## src/sv/utd_ram.sv

```systemverilog
module utd_ram #(
  parameter int WIDTH = 64,
  parameter int DEPTH = 64,
  parameter int AW    = (DEPTH > 1) ? $clog2(DEPTH) : 1
) (
  input  logic             clk,
  input  logic             we,
  input  logic [AW-1:0]    waddr,
  input  logic [WIDTH-1:0] wdata,
  input  logic             re,
  input  logic [AW-1:0]    raddr,
  output logic [WIDTH-1:0] rdata
);

  logic [WIDTH-1:0] mem [DEPTH];

  // One write port, one registered read port
  always_ff @(posedge clk) begin
    if (we) begin
      mem[waddr] <= wdata;
    end
    if (re) begin
      rdata <= mem[raddr];
    end
  end

endmodule

```

## config.mk

```make
export PLATFORM = sky130hd
export DESIGN_NAME = utd_ram
export DESIGN_NICKNAME = d
export VERILOG_FILES = /design/src/sv/utd_ram.sv
export SDC_FILE = /design/constraint.sdc
export NUM_CORES = 2
export LEC_CHECK = 0
export ABC_CLOCK_PERIOD_IN_PS = 19500
export BUFFER_PORTS_ARGS = -buffer_cell sky130_fd_sc_hd__clkbuf_2
export CELL_PAD_IN_SITES_DETAIL_PLACEMENT = 0
export CELL_PAD_IN_SITES_GLOBAL_PLACEMENT = 2
export CORE_MARGIN = 2
export CORE_UTILIZATION = 55
export DETAILED_ROUTE_END_ITERATION = 6
export HOLD_SLACK_MARGIN = 0.12
export PLACE_DENSITY = 0.82
export REMOVE_ABC_BUFFERS = 1
export SLEW_MARGIN = 20
export SYNTH_ARGS = -nofsm -noshare
export SYNTH_HDL_FRONTEND = slang
export SYNTH_SLANG_ARGS = --single-unit
```

## constraint.sdc

```tcl
create_clock -name clk -period 19.5 [get_ports clk]
set_input_delay 2.925 -clock clk [delete_from_list [all_inputs] [get_ports clk]]
set_output_delay 2.925 -clock clk [all_outputs]
set_load 0.02 [all_outputs]
```

After elaboration in Yosys (flattened, before gate mapping)
Memories as Yosys holds them, arrays and structs flattened. A register that Yosys moved wholly into a read port is not among the register bits.
Index checks and enable logic that the tools add are counted.
{ "classes": {"n_bitwise": 0, "n_lt_le_gt_ge": 0, "n_eq_ne": 0, "reduce_logical": 0, "n_addsub": 0, "div_mod_pow": 0, "muxes": 2, "n_shift": 0, "multipliers": 0} }
{ "op_table": {"columns": ["cell", "n"], "rows": [
  ["1-bit 2-to-1 mux", 2]
]} }
{ "totals": {"latch_bits": 0, "memories": 1, "reg_bits": 0, "mem_bits_rw": 4096, "word_cells": 3, "rom_bits": 0, "inputBits": 79, "output_inout_bits": 64} }
{ "memory_table": {"columns": ["name", "depth", "width", "read_ports", "rd_clocked_by_memory_dff", "wr", "line", "rtl"], "rows": [
  ["mem", 64, 64, 1, 1, 1, "15", "logic [WIDTH-1:0] mem [DEPTH];"]
]} }

Longest topological paths before layout
{ "logic_depth": {"word_depth": 2, "ltp_mapped": 9, "ltp_nobuf": 5} }

Worst setup path after synthesis
OpenSTA, ideal clock, no wires.
{ "synth_path": {"path_type": "input-to-reg", "start": "input port waddr[3]", "end": "memory mem[48][0] (enable)", "path_stages": 4, "setup_time_ps": 564, "path_slack_ps": 11139, "t_required_ps": 18936, "arrival_ps": 7797, "path_buffers": 1, "cell_sequence": "clkbuf_1 -> nor2b_1 -> nand4b_1 -> nor3_1"} }
{ "synth_rtl": {"columns": ["item", "line", "rtl"], "rows": [
  ["start: declaration", "8", "input logic [AW-1:0] waddr,"],
  ["end: declaration", "15", null]
]} }
Straight into the memory's write port.

==> reports/metrics.yaml <==
yosysSeqAreaShare_pct: 79.6
cpMaxStageDelayCell: "buf_4"
place_area_um2: 163000
area_growth_pct: 12.3
slowest_delay_ns: 0.90
crit_chain: "buf_12 > buf_12 > buf_4 > buf_4 > buf_4 > mux4_2 > mux2i_1 > o22ai_1 > a41oi_1 > a211oi_1"
crit_required_ns: 20.15
chipWidth_um: 538
numCtsBuffers: 411
insertion_delay_ns: 0.99
total_power_uw: 18600
synthTopCellsByArea: "edfxtp_1 80%, mux4_2 15%, mux2i_1 0.86%"
final_cell_area_um2: 176000
worst-endpoint-arrival_ns: 8.24
fmax_ghz: 0.132
yosysWarningCount: 0
wl_um: 407000
setup_viol: 0
final.setup.tns_ns: 0
cts_tree: "yes"
ir_drop_mv: 0.0898
postRouteAntennaNets: 0
die_area_um2: 290000
synth.top_cell.area_share_pct: 79.6
syn-mean-instance-area_um2: 23.8
setup_slack_ns: 11.91
synth_top_area_cell: "edfxtp_1"
io_buffers: 142
start_kind: "input pin"
powerDensity_nw_per_um2: 105
grt_pass1_wl_um: 573000
period_share_pct: 38.9
grtUsageMet2_pct: 45.2
slew_violations: 0
nFillCells: 18900
reg2reg_slack_ns: 17.25
worst_slew_pin_slew_ns: 1.23
dr.pass1.iters: 6
crit_fanout: 101
grt_antenna_before_repair: 31
grt-busiest-layer: "met2"
start_util_pct: 55.2
dp_hpwl_um: 208000
hp-class: "reg -> reg"
clk_pin_slew_worst_paths_ns: 0.06
period_needed_ns: 7.59
critPathMostFrequentCell: "buf_4"
syn_inst: 6598
drv_cap: 0
placementRows: 196
dr_total_vias: 75500
design.core.area_um2: 284000
place_ws_ns: 10.69
ys_seq_elements: 4160
wl_per_cell_um: 36.6
met3_usage_pct: 4.09
post-route-drc-count: 0
hold_buffers: 0
final_common_cell: "edfxtp_1"
postCtsSetupBuffers: 0
async_reset_ff_share_pct: 0
critPathTopFamily: "buffers and inverters"
relSlewSlack_pct: 17.8
rsz0062_at_grt: "no"
leakagePower_uw: 0.0548
die_height_um: 538
root_buffer: "clkbuf_16"
outcome: "finished clean"
htree_levels: 5
drt-initial-drc-count: 10700
final_cell_count_no_fill: 11100
placed_cells: 10300
synth_top_flop_cell: "edfxtp_1"
place.gp.congestion: 0.782
endpoint_kind: "flip-flop"
ctsResizeCount: 0
vias_per_cell: 6.80
synth-edff-count: 4160
final_cell_mix: "4160 x edfxtp_1, 1024 x mux4_2, 414 x clkbuf_16"
gr-usage-all-layers_pct: 28.1
path_class: "in -> reg"
layout-drive-gt1-share_pct: 28.0
grt-ovfl-total: 0
cts_max_path_buffers: 4
grt_pass1_vias: 75900
use_met1_pct: 40.1
cts.sinks: 4160
ios: 143
syn-cell-area_um2: 157000
hold_viol_final: 0
ys_types: 32
cp_num_buf_inv: 5
nets: 7058
grt_max_degree: 141
fin_worst_skew_ns: 0.0687
[layout make-up]
class	instances	area (µm²)	area share [%]
sequential	4160	125000	70.9
multi-input combinational	2049	30800	17.5
inverter	19	71.3	0.0405
antenna	17	42.5	0.0241
clock buffer	495	10700	6.05
tap	3762	4710	2.67
timing repair buffer	338	2400	1.36
clock inverter	267	2700	1.53
[worst register-to-register path: cells and delay by family (launching register included)]
| family | cells | cell delay, ns |
|---|---|---|
| flops | 1 | 0.37 |
| compound gates | 3 | 0.86 |
| mux | 2 | 0.70 |
[routing by layer]
metal,wire length (µm),share of wire [%]
met5,53,0.013
met4,15300,3.8
met3,39300,9.7
met2,199000,49
met1,153000,38
[cells in the mapped netlist (2+ instances only)]
cell / n
a31oi_1: 18
mux4_2: 1024
nor3_1: 2
mux2i_1: 135
a211oi_1: 63
or2_2: 28
o221ai_1: 38
and3_1: 64
edfxtp_1: 4160
a41oi_1: 26
and2_1: 3
or3_1: 29
nand2_1: 58
nand4_1: 2
a22o_1: 88
inv_1: 19
a2bb2oi_1: 19
nand3b_1: 2
buf_6: 6
buf_4: 34
a22oi_1: 168
nand2b_1: 11
buf_2: 170
clkbuf_1: 140
nor2b_1: 28
nor2_1: 112
o22ai_1: 83
nand3_1: 45
buf_1: 20
[metrics by stage]
| stage | hold slack, ns | util [%] |
|---|---|---|
| CTS | 0.934 | 61.9 |
| detailed placement | 0.904 | 57.3 |
| finish | 0.927 | 62.0 |
| global route | 0.962 | 62.0 |
| global placement | 0.907 | 57.2 |
| floorplan | 0.865 | - |
[final timing paths]
kind / end / cells after the start / from
max reg2reg: rdata[35] / 5 / mem[54][35]
max: rdata[21] / 10 / raddr[0]
min: rdata[50] / 4 / mem[54][50]
min reg2reg: rdata[50] / 4 / mem[54][50]
[report_power, final]
| part | internal (µW) | switching [µW] | leakage, µW |
|---|---|---|---|
| Combinational | 297 | 508 | 0.0109 |
| Clock | 4460 | 3370 | 0.00649 |
| Sequential | 9920 | 23.9 | 0.0375 |
[state kept, by name, indices dropped and copies added, names as in the netlist]
name / count
mem: 4096
rdata: 64
[cell families (layout without fill, tap and decap cells)]
| group | after synthesis | in the layout | synth area share, % |
|---|---|---|---|
| buffers and inverters | 389 | 1119 | 1.18 |
| multiplexers | 1159 | 1159 | 15.6 |
| AO/OA/AOI/OAI | 504 | 504 | 2.47 |
| other | 0 | 17 | 0 |
| AND/OR/NAND/NOR | 386 | 386 | 1.23 |
| flip-flops | 4160 | 4160 | 79.6 |
No activity file was read; power rests on OpenSTA's default activity.
