### src/sv/utd_match.sv
module utd_match #(
  parameter int MAX_TERMS  = 4,
  parameter int TERM_WIDTH = 16,
  parameter int CW         = $clog2(MAX_TERMS + 1)
) (
  input  logic [MAX_TERMS*TERM_WIDTH-1:0] row,
  input  logic [MAX_TERMS*TERM_WIDTH-1:0] fresh,
  input  logic [CW-1:0]                   count,
  output logic                            hit
);

  // Multiset compare of the first count slots: every new term must occur
  // as often in the row prefix as in the new tuple. Equal sizes make this
  // sufficient.
  always_comb begin
    logic [CW-1:0] n_row;
    logic [CW-1:0] n_new;
    hit = 1'b1;
    for (int i = 0; i < MAX_TERMS; i++) begin
      n_row = '0;
      n_new = '0;
      for (int j = 0; j < MAX_TERMS; j++) begin
        if (j < int'(count)) begin
          if (row[j*TERM_WIDTH +: TERM_WIDTH] == fresh[i*TERM_WIDTH +: TERM_WIDTH]) begin
            n_row = n_row + CW'(1);
          end
          if (fresh[j*TERM_WIDTH +: TERM_WIDTH] == fresh[i*TERM_WIDTH +: TERM_WIDTH]) begin
            n_new = n_new + CW'(1);
          end
        end
      end
      if (i < int'(count) && n_row != n_new) begin
        hit = 1'b0;
      end
    end
  end

endmodule

### config.mk
export PLATFORM = sky130hd
export DESIGN_NAME = utd_match
export DESIGN_NICKNAME = d
export VERILOG_FILES = /design/src/sv/utd_match.sv
export SDC_FILE = /design/constraint.sdc
export NUM_CORES = 1
export LEC_CHECK = 0
export BUFFER_PORTS_ARGS = -buffer_cell sky130_fd_sc_hd__buf_2
export CAP_MARGIN = 40
export CORE_UTILIZATION = 55
export DETAILED_ROUTE_END_ITERATION = 16
export MAX_ROUTING_LAYER = met4
export PLACE_DENSITY = 0.81
export SYNTH_ARGS = -nofsm -noshare
export SYNTH_HDL_FRONTEND = slang
export SYNTH_SLANG_ARGS = --single-unit
### constraint.sdc
create_clock -name vclk -period 7.2
set_input_delay 0 -clock vclk [all_inputs]
set_output_delay 0 -clock vclk [all_outputs]
set_load 0.1 [all_outputs]
* Word-level counts from Yosys, hierarchy flattened *
Index checks and enable logic that the tools add are counted.

storage, ports and cells
  register bits = 0
  input port bits = 131
  output and inout bits = 1
  word-level logic and storage cells = 128

cells by class
  add/subtract/negate cells = 24
  $lt $le $gt $ge = 4
  eq/ne operators = 32
  multiplexer cells = 64
  reductions and logical operators = 4

operators with widths
  operator               number
  $eq A16 B16 Y1         28
  $mux W3                46
  $add A3 B1 Y3 const B  24
  $mux W1                18
  $ne A3 B3 Y1           4
  $lt A1 B3 Y1 const A   2
  $lt A2 B3 Y1 const A   2
  $logic_and A1 B1 Y1    4

* Depth between registers and ports, before layout *
  depth after elaboration = 18
  mapped depth = 18
  mapped depth without buffers = 17

* Least setup slack after synthesis *
Ideal clock, no wire load.

  path type = input to output
  start = input port fresh[50]
  end = output port hit
  arrival = 4525 ps
  data required time = 7200 ps
  setup slack = 2675 ps
  stages on the path = 16
  path buffers = 1
  path through = buf_6 > xnor2_1 > nand4_1 > nor4_2 > and2_2 > ha_1 > and2_1 > a31oi_1 > inv_1 > ha_1 > mux2_2 > ha_1 > mux2i_1 > xnor2_1 > o31a_1 > nor4_2

between the ends
  longest elaborated chain between the ends = 15
  elaborated cells on any way between the ends = 49
  those cells by class = 6 x add/sub; 14 x eq/ne; 25 x mux; 4 x reduce/logical

RTL lines
  what                 RTL line  text
  from (decl)          7         input logic [MAX_TERMS*TERM_WIDTH-1:0] fresh,
  $eq A16 B16 Y1       24        if (row[j*TERM_WIDTH +: TERM_WIDTH] == fresh[i*TERM_WIDTH +: TERM_WIDTH]) begin
  $mux W1              24
  $mux W1              23        if (j < int'(count)) begin
  $add A3 B1 Y3        25        n_row = n_row + CW'(1);
  $mux W3              24
  $mux W3              23
  $add A3 B1 Y3        25
  $mux W3              24
  $mux W3              23
  $add A3 B1 Y3        25
  $mux W3              24
  $mux W3              23
  $ne A3 B3 Y1         32        if (i < int'(count) && n_row != n_new) begin
  $logic_and A1 B1 Y1  32
  $mux W1 (*)          32
  to (decl)            9         output logic hit

Every way passes the cells marked *; elsewhere a longest branch is shown, timed or not.

* Worst setup path after layout *
  start = input port fresh[6]
  end = output port hit

between the ends
  longest elaborated chain between the ends = 18
  elaborated cells on any way between the ends = 71
  those cells by class = 14 x add/sub; 14 x eq/ne; 39 x mux; 4 x reduce/logical

RTL lines
  what                  RTL line
  $eq A16 B16 Y1        24
  $mux W1               24
  $mux W3               23
  $add A3 B1 Y3         25
  $mux W3               24
  $mux W3               23
  $add A3 B1 Y3         25
  $mux W3               24
  $mux W3               23
  $add A3 B1 Y3         25
  $mux W3               24
  $mux W3               23
  $ne A3 B3 Y1          32
  $logic_and A1 B1 Y1   32
  $mux W1 (3 in a row)  32
  $mux W1 (*)           32

Marks and branches as above.

==> out/metrics.cfg <==
[min_path]
min-delay-path-class=in -> out

[outcome]
run_status=finished clean

[yosys]
synth_sequential_area_ratio_pct=0
syn-mean-instance-area_um2=7.85
synth.lib_cells_used.distinct=46
postSynthNetCount=873
ys_warn_count=0
synth_largest_type_area_fraction_pct=34.6
synthTopCellsByArea=xnor2_1, xor2_1, nand4_1
netlist_instances=720
synth_compound_area_share_pct=3.03
post_synth_mux_area_share_pct=2.43
synth_top_family_by_area=XOR/XNOR gates
synth_top_area_cell=xnor2_1
netlist_area_um2=5650
synth_xor_xnor_area_share_pct=60.3
synth_adder_area_share_pct=4.87
synth_simple_gate_area_share_pct=19.7

[route]
drt_pass1_iterations=6
drt_drc_violations_left=0
drt_first_iter_violations=538
finalWirelength_um=22000
wire_per_inst_um=24.6
drt.antenna.violating_nets=0
vias=5690
drt-vias-per-instance=6.36

[finish]
finalNetCount=916
layout.filler_cells=940
finish.utilization_pct=60.5
seqCellArea_um2=0
multiInputGateArea_um2=5110
antenna_cells_inserted=0
layout.cells.non_filler=894
syn_to_final_growth_pct=5.56
final_layout_size_suffix_gt1_share_pct=20.6
design_area_um2=5970
layout.sequential_cells=0
layout.cells.most_common_list=xnor2_1, xor2_1, buf_2, nand4_1, nor4_1
num-clock-buffers=0
mostFrequentLayoutCell=xnor2_1

[pwr]
total_power_uw=373
power-per-cell-area_nw_per_um2=62.4
leakage_power_nw=2.31
worst_ir_drop_vdd_uv=52.6

[setup_path]
timing.critical_path.to_type=primary output
path_cells=buf_2 > xnor2_1 > nand4_1 > nor4_1 > ha_1 > mux2_2 > ha_1 > a21o_1 > ha_1 > nand3b_1 > o21ai_1 > xor2_1 > o21ai_1 > o211ai_1 > nor4_2 > buf_2
timing.critical_path.fanout_max=7
cp_data_arrival_time_ns=4.21
critPathLaunchType=input pin
delay_contributed_by_the_slowest_stage_of_the_critical_path_ns=0.68
critPathKind=in -> out
crit_slowest_cell=nor4_1
critPathCapture=hit
crit_path_frequent_cell=ha_1
worst_setup_path_startpoint=fresh[6]
critPathRequiredTime_ns=7.20

[clock_network]
cts.repair_timing.setup_buffer_count=0
post_cts_resize_count=0
cts_hold_buffers=0

[sta]
tightest_slew_ns=0.845
setup_tns_ns=0
grt_setup_unrepaired=no
timing.final.crit_period_ns=4.21
setup-violations-final=0
fmaxAchievable_ghz=0.238
final_min_period_over_clock_period_pct=58.4
timing.max_slew.rel_slack_pct=43.1
final-max-slew-violation-count=0
timing_hold_violations_final=0

[floorplan]
design.core.area_um2=9860
floorplan.initialDensity_pct=57.3
die_height_um=103
ios=132
die_width_um=103
die_area_um2=10700
fp-row-count=36

[place]
place_congestion=1.17
placement.cell_area_um2=5970
io_buffer_count=132
hpwlAfterDp_um=17500
placed_cells_incl_taps=894

[run]
maxCapViolations=0

[global_route]
groute.usage.overall_pct=43.4
grt_pass1_wl_um=32200
pin_count_of_the_biggest_net_entering_global_routing=20
grt-ovfl-total=0
grt_pass1_vias=5526
antenna_violations_before_repair=0

## critical path, delay by kind of cell
family / cells / cell delay [ns]
AOI/OAI and AO/OA: 4 / 0.58
adders and majority gates: 3 / 0.93
muxes: 1 / 0.29
xor gates and xnor gates: 2 / 0.50
buffers and inverters: 2 / 0.64
and+or+nand+nor: 4 / 1.27
## final cells by class
class	count	area share [%]
Tap cell	133	2.79
Multi-Input combinational cell	623	85.6
Inverter	5	0.356
Timing Repair Buffer	133	11.3
## per-stage QoR
stage	setup WS, ns	hold slack, ns
2_1_floorplan	2.67	0.406
3_3_place_gp	3.19	0.866
3_5_place_dp	3.07	0.884
6_report	2.99	0.892
4_1_cts	3.07	0.884
5_1_grt	2.68	0.963
## synth_stat cells, types with 2 or more instances
master,instances
nor4_2,7
nor4_4,2
buf_4,7
and4_1,3
buf_6,11
a21oi_1,2
nor2_1,13
nor3_1,12
buf_2,48
nand2_1,17
a22o_1,2
and3_1,2
inv_1,4
o21ai_1,3
nand4_1,56
a21o_1,2
clkbuf_1,25
mux2_2,6
xnor2_1,223
nor4_1,35
o21ai_0,2
nand3_1,19
xor2_1,161
ha_1,22
mux2i_1,7
and2_1,8
a31oi_1,2
## kinds of logic (layout without fill, tap and decap cells)
logic type      after synthesis  in the layout
compound gates               22             22
xor+xnor                    386            386
fa+ha+maj                    22             22
buf+inv                      97            138
mux                          13             13
simple gates                180            180
## power breakdown
part | internal, mW | leakage, nW | switching, mW
logic | 0.145 | 2.31 | 0.227
clock network | 0 | 0 | 0
registers | 0 | 0 | 0
## routing by layer
| layer | up-vias | track usage [%] | routed length (um) |
|---|---|---|---|
| met4 | 0 | 39.2 | 2470 |
| met3 | 183 | 11.7 | 2840 |
| met5 | - | - | 0 |
| met1 | 2584 | 47.8 | 7440 |
| li1 | 2470 | - | - |
| met2 | 453 | 63.7 | 9220 |
## how the worst min path moves through the flow
stage / start / end / cells after the start
floorplan: count[1] / hit / 3
global placement: count[0] / hit / 5
detailed placement: count[1] / hit / 5
CTS: count[1] / hit / 5
global route: count[2] / hit / 4
finish: count[1] / hit / 5
Power figures use the tool's default switching activity.
